<file path="src/hw/rtl/stable_priority_queue_defines.svh">
// ----------------------------------------------------------------------------
// stable_priority_queue_defines.svh
// Assertion macros shared by the priority queue RTL.
// ----------------------------------------------------------------------------
`ifndef STABLE_PRIORITY_QUEUE_DEFINES_SVH
`define STABLE_PRIORITY_QUEUE_DEFINES_SVH

// Same-cycle implication, sampled on clk, off during reset
`define SPQ_ASSERT_IMP(lbl, ante, cons, msg) \
    lbl: assert property (@(posedge clk) disable iff (!rst_n) (ante) |-> (cons)) \
        else $error(msg);

// Next-cycle implication, sampled on clk, off during reset
`define SPQ_ASSERT_NXT(lbl, ante, cons, msg) \
    lbl: assert property (@(posedge clk) disable iff (!rst_n) (ante) |=> (cons)) \
        else $error(msg);

`endif

</file>
<file path="src/hw/rtl/spq_pkg.sv">
// ----------------------------------------------------------------------------
// spq_pkg
// Types, codes and defaults for the stable priority queue.
// ----------------------------------------------------------------------------
package spq_pkg;

    localparam int SPQ_DEPTH = 16;
    localparam int PRIO_W    = 8;
    localparam int TAG_W     = 16;
    localparam int DIST_W    = 16;
    localparam int STATUS_W  = 2;
    localparam int OCC_W     = 5;

    // operation codes
    localparam logic FUNC_INSERT = 1'b0;
    localparam logic FUNC_POP    = 1'b1;

    // result status codes
    localparam logic [STATUS_W-1:0] ST_OK    = 2'd0;
    localparam logic [STATUS_W-1:0] ST_EMPTY = 2'd1;
    localparam logic [STATUS_W-1:0] ST_FULL  = 2'd2;

    // one stored record
    typedef struct packed {
        logic [PRIO_W-1:0] prio;
        logic [TAG_W-1:0]  tag;
        logic              kind;
        logic [DIST_W-1:0] distance;
    } rec_t;

    // operation broadcast to every cell
    typedef struct packed {
        logic ins;
        logic pop;
        rec_t rec;
    } cell_ctl_t;

    // what a cell hands to its neighbors
    typedef struct packed {
        logic keep;
        rec_t rec;
    } cell_link_t;

endpackage

</file>
<file path="src/hw/rtl/spq_req_if.sv">
// ----------------------------------------------------------------------------
// spq_req_if
// Request channel: operation code and record to insert.
// ----------------------------------------------------------------------------
interface spq_req_if
    import spq_pkg::*;
();

    logic              valid;
    logic              ready;
    logic              func;
    logic [PRIO_W-1:0] prio;
    logic [TAG_W-1:0]  tag;
    logic              kind;
    logic [DIST_W-1:0] dist_req;

    modport source (
        output valid, func, prio, tag, kind, dist_req,
        input  ready
    );

    modport sink (
        input  valid, func, prio, tag, kind, dist_req,
        output ready
    );

endinterface

</file>
<file path="src/hw/rtl/spq_rsp_if.sv">
// ----------------------------------------------------------------------------
// spq_rsp_if
// Response channel: status, popped record and occupancy.
// ----------------------------------------------------------------------------
interface spq_rsp_if
    import spq_pkg::*;
();

    logic                valid;
    logic                ready;
    logic                popped;
    logic [STATUS_W-1:0] status;
    logic [PRIO_W-1:0]   out_prio;
    logic [TAG_W-1:0]    out_tag;
    logic                out_kind;
    logic [DIST_W-1:0]   out_dist;
    logic [OCC_W-1:0]    occupancy;

    modport source (
        output valid, popped, status, out_prio, out_tag, out_kind, out_dist, occupancy,
        input  ready
    );

    modport sink (
        input  valid, popped, status, out_prio, out_tag, out_kind, out_dist, occupancy,
        output ready
    );

endinterface

</file>
<file path="src/hw/rtl/spq_cell.sv">
// ----------------------------------------------------------------------------
// spq_cell
// One slot of the sorted queue. Decides locally whether to hold its record,
// take the new one, or take a neighbor's record.
// ----------------------------------------------------------------------------
module spq_cell
    import spq_pkg::*;
#(
    parameter int IDX   = 0,
    parameter int CNT_W = 5
) (
    input  logic             clk,
    input  cell_ctl_t        ctl,
    input  logic [CNT_W-1:0] fill,
    input  cell_link_t       prev_link,
    input  rec_t             next_rec,
    output cell_link_t       link
);

    rec_t rec_reg;
    rec_t rec_next;
    logic occ;

    localparam logic [CNT_W-1:0] IDX_C = CNT_W'(IDX);

    // slot holds a live record when it lies below the fill count
    assign occ = (IDX_C < fill);

    // record stays put on insert when it ranks equal or higher
    assign link.keep = occ && (rec_reg.prio >= ctl.rec.prio);
    assign link.rec  = rec_reg;

    // next content
    always_comb
    begin
        rec_next = rec_reg;
        if (ctl.ins)
        begin
            if (!link.keep)
            begin
                rec_next = prev_link.keep ? ctl.rec : prev_link.rec;
            end
        end
        else if (ctl.pop)
        begin
            rec_next = next_rec;
        end
    end

    // payload storage, no reset
    always_ff @(posedge clk)
    begin
        rec_reg <= rec_next;
    end

endmodule

</file>
<file path="src/hw/rtl/stable_priority_queue.sv">
// ----------------------------------------------------------------------------
// stable_priority_queue
// Bounded sorted priority queue built as a row of shifting cells. Inserts
// land behind all records of equal or higher priority; pops take the head.
//
//   channel | dir | payload
//   --------+-----+---------------------------------------------------------
//   req     | in  | func, prio, tag, kind, dist_req
//   rsp     | out | popped, status, out_prio, out_tag, out_kind, out_dist,
//           |     | occupancy
//
// Every cell compares against the new priority in parallel and the whole
// row shifts in the same edge. The result is registered at the transfer
// and held in an output register.
// req.ready is high while the output register is empty or being drained.
// Reset (rst_n low, async) empties the queue; slot contents are not cleared.
// ----------------------------------------------------------------------------
`include "stable_priority_queue_defines.svh"

module stable_priority_queue
    import spq_pkg::*;
#(
    parameter int DEPTH = SPQ_DEPTH
) (
    input  logic      clk,
    input  logic      rst_n,
    spq_req_if.sink   req,
    spq_rsp_if.source rsp
);

    localparam int CNT_W = $clog2(DEPTH + 1);
    localparam logic [CNT_W-1:0] DEPTH_C = CNT_W'(DEPTH);

    typedef struct packed {
        logic                popped;
        logic [STATUS_W-1:0] status;
        rec_t                rec;
        logic [OCC_W-1:0]    occupancy;
    } result_t;

    logic [CNT_W-1:0] fill_reg;
    logic [CNT_W-1:0] fill_next;
    logic             valid_reg;
    logic             valid_next;
    result_t          res_reg;
    result_t          res_next;

    logic             xfer;
    logic             full;
    logic             empty;
    cell_ctl_t        ctl;
    cell_link_t       lnk [DEPTH];
    logic [CNT_W+OCC_W-1:0] fill_ext;

    // handshake
    assign req.ready = !valid_reg || rsp.ready;
    assign xfer      = req.valid && req.ready;

    assign full  = (fill_reg == DEPTH_C);
    assign empty = (fill_reg == '0);

    // operation broadcast to the row
    always_comb
    begin
        ctl.ins          = xfer && (req.func == FUNC_INSERT) && !full;
        ctl.pop          = xfer && (req.func == FUNC_POP) && !empty;
        ctl.rec.prio     = req.prio;
        ctl.rec.tag      = req.tag;
        ctl.rec.kind     = req.kind;
        ctl.rec.distance = req.dist_req;
    end

    // cell row
    for (genvar i = 0; i < DEPTH; i++)
    begin : g_cell
        cell_link_t prev_l;
        rec_t       next_r;

        if (i == 0)
        begin : g_head
            assign prev_l.keep = 1'b1;
            assign prev_l.rec  = ctl.rec;
        end
        else
        begin : g_body
            assign prev_l = lnk[i-1];
        end

        if (i == DEPTH - 1)
        begin : g_tail
            assign next_r = lnk[i].rec;
        end
        else
        begin : g_inner
            assign next_r = lnk[i+1].rec;
        end

        spq_cell #(
            .IDX   (i),
            .CNT_W (CNT_W)
        ) u_cell (
            .clk       (clk),
            .ctl       (ctl),
            .fill      (fill_reg),
            .prev_link (prev_l),
            .next_rec  (next_r),
            .link      (lnk[i])
        );
    end

    // fill count update
    always_comb
    begin
        fill_next = fill_reg;
        if (ctl.ins)
        begin
            fill_next = fill_reg + 1'b1;
        end
        else if (ctl.pop)
        begin
            fill_next = fill_reg - 1'b1;
        end
    end

    assign fill_ext = {{OCC_W{1'b0}}, fill_next};

    // result formation
    always_comb
    begin
        res_next           = res_reg;
        valid_next         = valid_reg;
        if (rsp.ready)
        begin
            valid_next = 1'b0;
        end
        if (xfer)
        begin
            valid_next         = 1'b1;
            res_next.popped    = ctl.pop;
            res_next.status    = ST_OK;
            res_next.rec       = '0;
            res_next.occupancy = fill_ext[OCC_W-1:0];
            if (req.func == FUNC_POP)
            begin
                if (empty)
                begin
                    res_next.status = ST_EMPTY;
                end
                else
                begin
                    res_next.rec = lnk[0].rec;
                end
            end
            else if (full)
            begin
                res_next.status = ST_FULL;
            end
        end
    end

    // control registers
    always_ff @(posedge clk or negedge rst_n)
    begin
        if (!rst_n)
        begin
            fill_reg  <= '0;
            valid_reg <= 1'b0;
        end
        else
        begin
            fill_reg  <= fill_next;
            valid_reg <= valid_next;
        end
    end

    // result payload register
    always_ff @(posedge clk)
    begin
        res_reg <= res_next;
    end

    // response port
    assign rsp.valid     = valid_reg;
    assign rsp.popped    = res_reg.popped;
    assign rsp.status    = res_reg.status;
    assign rsp.out_prio  = res_reg.rec.prio;
    assign rsp.out_tag   = res_reg.rec.tag;
    assign rsp.out_kind  = res_reg.rec.kind;
    assign rsp.out_dist  = res_reg.rec.distance;
    assign rsp.occupancy = res_reg.occupancy;

    // checks
    `SPQ_ASSERT_IMP(a_fill_bound, 1'b1, fill_reg <= DEPTH_C, "fill count above depth")
    `SPQ_ASSERT_IMP(a_head_order, fill_reg >= CNT_W'(2), lnk[0].rec.prio >= lnk[1].rec.prio, "head out of order")
    `SPQ_ASSERT_NXT(a_pop_count, ctl.pop, fill_reg == $past(fill_reg) - 1'b1, "pop did not drop fill")
    `SPQ_ASSERT_NXT(a_full_refuse, xfer && full && (req.func == FUNC_INSERT), (fill_reg == DEPTH_C) && (res_reg.status == ST_FULL), "full insert not refused")
    `SPQ_ASSERT_IMP(a_err_no_pop, valid_reg && (res_reg.status != ST_OK), !res_reg.popped, "record with error status")

endmodule

</file>
<file path="src/flat_wrapper.sv">
// flat-port wrapper written by rule: the top's interface ports become plain ports
module stable_priority_queue_flat import spq_pkg::*;
#(
    parameter int DEPTH = SPQ_DEPTH
)
  (clk, rst_n, req_valid, req_func, req_prio, req_tag, req_kind, req_dist_req, req_ready, rsp_valid, rsp_popped, rsp_status, rsp_out_prio, rsp_out_tag, rsp_out_kind, rsp_out_dist, rsp_occupancy, rsp_ready);
  spq_req_if req_i ();
  spq_rsp_if rsp_i ();
  input  logic clk;
  input  logic rst_n;
  input wire logic [$bits(req_i.valid)-1:0] req_valid;
  input wire logic [$bits(req_i.func)-1:0] req_func;
  input wire logic [$bits(req_i.prio)-1:0] req_prio;
  input wire logic [$bits(req_i.tag)-1:0] req_tag;
  input wire logic [$bits(req_i.kind)-1:0] req_kind;
  input wire logic [$bits(req_i.dist_req)-1:0] req_dist_req;
  output wire logic [$bits(req_i.ready)-1:0] req_ready;
  output wire logic [$bits(rsp_i.valid)-1:0] rsp_valid;
  output wire logic [$bits(rsp_i.popped)-1:0] rsp_popped;
  output wire logic [$bits(rsp_i.status)-1:0] rsp_status;
  output wire logic [$bits(rsp_i.out_prio)-1:0] rsp_out_prio;
  output wire logic [$bits(rsp_i.out_tag)-1:0] rsp_out_tag;
  output wire logic [$bits(rsp_i.out_kind)-1:0] rsp_out_kind;
  output wire logic [$bits(rsp_i.out_dist)-1:0] rsp_out_dist;
  output wire logic [$bits(rsp_i.occupancy)-1:0] rsp_occupancy;
  input wire logic [$bits(rsp_i.ready)-1:0] rsp_ready;
  assign req_i.valid = req_valid;
  assign req_i.func = req_func;
  assign req_i.prio = req_prio;
  assign req_i.tag = req_tag;
  assign req_i.kind = req_kind;
  assign req_i.dist_req = req_dist_req;
  assign req_ready = req_i.ready;
  assign rsp_valid = rsp_i.valid;
  assign rsp_popped = rsp_i.popped;
  assign rsp_status = rsp_i.status;
  assign rsp_out_prio = rsp_i.out_prio;
  assign rsp_out_tag = rsp_i.out_tag;
  assign rsp_out_kind = rsp_i.out_kind;
  assign rsp_out_dist = rsp_i.out_dist;
  assign rsp_occupancy = rsp_i.occupancy;
  assign rsp_i.ready = rsp_ready;
  stable_priority_queue #(.DEPTH(DEPTH)) u_core (.clk(clk), .rst_n(rst_n), .req(req_i), .rsp(rsp_i));
endmodule
</file>
<file path="config.mk">
export PLATFORM = sky130hd
export DESIGN_NAME = stable_priority_queue_flat
export DESIGN_NICKNAME = d
export VERILOG_FILES = /design/src/hw/rtl/spq_pkg.sv /design/src/hw/rtl/spq_req_if.sv /design/src/hw/rtl/spq_rsp_if.sv /design/src/hw/rtl/spq_cell.sv /design/src/hw/rtl/stable_priority_queue.sv /design/src/flat_wrapper.sv
export VERILOG_INCLUDE_DIRS = /design/src /design/src/hw/rtl
export SDC_FILE = /design/constraint.sdc
export NUM_CORES = 1
export LEC_CHECK = 0
export BUFFER_PORTS_ARGS = -buffer_cell sky130_fd_sc_hd__buf_4
export CORE_ASPECT_RATIO = 1.4
export CORE_MARGIN = 2
export CORE_UTILIZATION = 35
export DETAILED_ROUTE_END_ITERATION = 10
export PLACE_DENSITY = 0.59
export SKIP_CTS_REPAIR_TIMING = 1
export SLEW_MARGIN = 20
export SYNTH_ARGS = -nofsm -noshare
export SYNTH_HDL_FRONTEND = slang
export SYNTH_SLANG_ARGS = --single-unit
</file>
<file path="constraint.sdc">
create_clock -name clk -period 7.6 [get_ports clk]
set_input_delay 1.9 -clock clk [delete_from_list [all_inputs] [get_ports clk]]
set_output_delay 1.9 -clock clk [all_outputs]
set_load 0.01 [all_outputs]
</file>
==> out/metrics.yaml <==
synthesis:
  dominantRegCellSynth: "edfxtp_1"
  synth_top_family_by_area: "compound AO/OA/AOI/OAI gates"
  synth_cell_types: 53
  syn_avg_cell_area_um2: 11.6
  ys_seq_area_share_pct: 54.7
  yosys.area_share.simple_pct: 8.60
  syn_area_um2: 38900
  synth-warning-count: 0
  synth_edf_count: 705
  synth-async-reset-ratio_pct: 0.844
  synth-seq-cells: 711
  synth_xor_area_share_pct: 0.0900
  syn_nets: 3526
  synthAdderAreaFrac_pct: 4.24
  synth_cells: 3348
  synth_mux_area_share_pct: 1.19
  synth_compound_area_share_pct: 24.5
power:
  ir_drop_mv: 0.244
  p_switching_mw: 4.37
  power.internal_mw: 8.50
  leakage_nw: 15.0
  pwr-share-clk_pct: 28.1
  switching_share_pct: 34.0
  power_density_nw_per_um2: 304
  power_frac_seq_pct: 44.6
  p_comb_share_pct: 27.3
  fin_total_pwr_mw: 12.9
timing:
  period_share_pct: 64.1
  setup_viol: 0
  slew_headroom_pct: 23.9
  skew_ns: 0.0240
  max_slew.worst_pin.slew_ns: 1.14
  finalHoldViolations: 0
  rsz0062_at_grt: "false"
  final-max-slew-violation-count: 0
  fmax_mhz: 205
  setup_tns_ns: 0
  finalCriticalPeriod_ns: 4.87
clock_network:
  clk_latency_ns: 0.66
  clock-sinks: 711
  cts_max_path_buffers: 3
  cts_root_buf: "clkbuf_16"
  clkTransAtPathRegs_ns: 0.06
  cts_tree: "done"
  cts_max_level: 3
  numCtsBuffers: 73
hold_path:
  holdPathStages: 1
  hold_path_end: "u_core.g_cell[14].u_cell.link[22]$_DFFE_PP_"
  hold_start: "u_core.g_cell[15].u_cell.link[22]$_DFFE_PP_"
  min_path_type: "reg2reg"
worst_setup_path:
  timing.rr.end: "u_core.g_cell[1].u_cell.link[22]$_DFFE_PP_"
  regToRegStartpoint: "u_core.fill_reg[1]$_DFF_PN0_"
  cp.arrival_ns: 5.23
  reg2reg_depth: 8
  critical_path_required_ns: 7.95
  critPathKind: "in2reg"
  critPathLaunchType: "primary input"
  worstSetupStartpoint: "req_prio[5]"
  r2r_slack_ns: 3.58
  crit_path_end_kind: "register"
  cp_max_fo: 42
route:
  routed_wirelength_um: 105000
  drtAntennaViolNets: 0
  wire_per_inst_um: 22.3
  first_pass_iters: 6
  via_per_inst: 5.95
  routed-via-count: 27900
  route.detailed.drc: 0
  drt_iter0_drc: 2970
floorplan:
  coreArea_um2: 110000
  io_pins: 97
  die_w_um: 286
  die-area_um2: 114000
  start_util_pct: 35.3
  rows: 144
  die_h_um: 399
global_route:
  grt_first_pass_wirelength_um: 165000
  grt_pass1_vias: 27500
  antenna_found_initial: 0
  grt_overflow_total: 0
  track_usage_pct: 17.9
  grt_max_degree: 183
cells_and_area:
  largest_register_ffs: 656
  final_nets: 3366
  seqCellArea_um2: 21300
  multiInputGateArea_um2: 15300
  diodes: 0
  final_cells: 4700
  syn_to_final_growth_pct: 8.77
  fillers: 10700
  drive_gt1_share_pct: 11.3
place:
  gp_congestion: 0.780
  dpl.hpwl_um: 72900
  portBuffers: 96
  place_inst: 4571
status:
  status: "complete, no violations"
job:
  cap_violations: 0
==> critical path, stage by stage <==
cell and delay, ns:
buf_4 0.11, inv_1 0.61, ha_1 0.36, and3_1 0.18, a221oi_1 0.53, o22ai_4 0.13
buf_4 0.28, o21ai_4 0.73, buf_4 0.34
==> cells by family (layout without fill, tap and decap cells) <==
group,Yosys count,after routing
XOR/XNOR,4,4
AND/OR/NAND/NOR,755,755
adder cells (fa/ha/maj),132,132
AO/OA/AOI/OAI,1264,1264
buffers and inverters,441,333
flip-flops,711,711
multiplexers,41,41
==> worst max path at each step <==
stage | end | slack [ns] | cells past startpoint
after floorplan | u_core.g_cell[0].u_cell.link[0]$_DFFE_PP_ | 0.57 | 9
after global placement | u_core.g_cell[9].u_cell.link[39]$_DFFE_PP_ | 2.05 | 10
after detailed placement | u_core.g_cell[7].u_cell.link[10]$_DFFE_PP_ | 2.02 | 9
after CTS | u_core.g_cell[7].u_cell.link[11]$_DFFE_PP_ | 2.72 | 9
after global routing | u_core.g_cell[0].u_cell.link[34]$_DFFE_PP_ | 2.46 | 10
final | u_core.g_cell[7].u_cell.link[11]$_DFFE_PP_ | 2.73 | 9
==> layer usage <==
layer | up-vias | routed length, um | GRT usage, %
li1 | 12900 | - | -
met5 | - | 0 | 0
met1 | 13700 | 46700 | 24.7
met4 | 0 | 3110 | 6.40
met3 | 160 | 6640 | 2.36
met2 | 1129 | 48300 | 28.8
==> cell type report <==
type / instances / share of cell area, %
timing repair buffer: 178 / 3.46
clock buffer: 95 / 4.61
multi-input combinational: 2196 / 36.1
clock inverter: 32 / 0.886
tap: 1460 / 4.31
inverter: 28 / 0.248
sequential: 711 / 50.3
==> cells in the mapped netlist (9+ instances only) <==
cell type  instances  area share [%]
o21ai_0           19            0.24
nand2b_1          20            0.32
clkbuf_1         196             1.9
a221oi_1          14            0.31
a21oi_1          531             6.8
a221o_1          560              14
a31oi_1           13            0.21
and3_1            82             1.3
a211o_1           13            0.29
nor2_1            12            0.12
inv_1             27            0.26
mux2_2            41             1.2
and2_1            59            0.95
buf_4             19            0.37
buf_6            100             2.9
ha_1             132             4.2
a21o_1            61             1.2
nand2_1          549             5.3
o21ai_1           14            0.18
edfxtp_1         705              54
o311ai_1           9            0.20
o2111ai_1         13            0.29
buf_2             83             1.1
nand3_1           16            0.21
==> cell usage in the layout (no fill, tap or decap), types with 8 or more instances in the layout <==
cell       Yosys  final
nand3_1       16     16
o21ai_2        0     14
and2_1        59     59
clkbuf_1     196     20
clkinv_1       0      8
o21ai_4        0     14
a21o_1        61     60
nand2_1      549    549
clkbuf_16      0     75
inv_1         27     26
a211o_1       13     13
o311ai_1       9      9
clkinv_2       0     10
nand2b_1      20     20
o2111ai_1     13     13
and3_1        82     82
edfxtp_1     705    705
a221oi_1      14     14
a21oi_1      531    530
buf_4         19    168
a31oi_1       13     13
ha_1         132    132
nor2_1        12      9
a221o_1      560    560
mux2_2        41     41
==> through the flow <==
stage / cell area, um^2 / hold WS, ns / setup slack (ns) / util (%)
final: 42400 / 0.548 / 2.73 / 38.4
after global routing: 42400 / 0.563 / 2.46 / 38.4
after CTS: 42300 / 0.550 / 2.72 / 38.4
after detailed placement: 40000 / 0.535 / 2.02 / 36.2
after global placement: 40000 / 0.525 / 2.05 / 36.2
after floorplan: 38900 / 0.520 / 0.566 / -
==> power groups by stage <==
stage	Combinational (mW)	Clock, mW	Sequential, mW
global placement	3.43	0	5.80
floorplan	2.65	0	5.62
finish	3.51	3.63	5.74
global route	3.84	3.81	5.80
detailed placement	3.50	0	5.81
CTS	3.50	3.69	5.73
No activity file was read; power rests on OpenSTA's default activity.
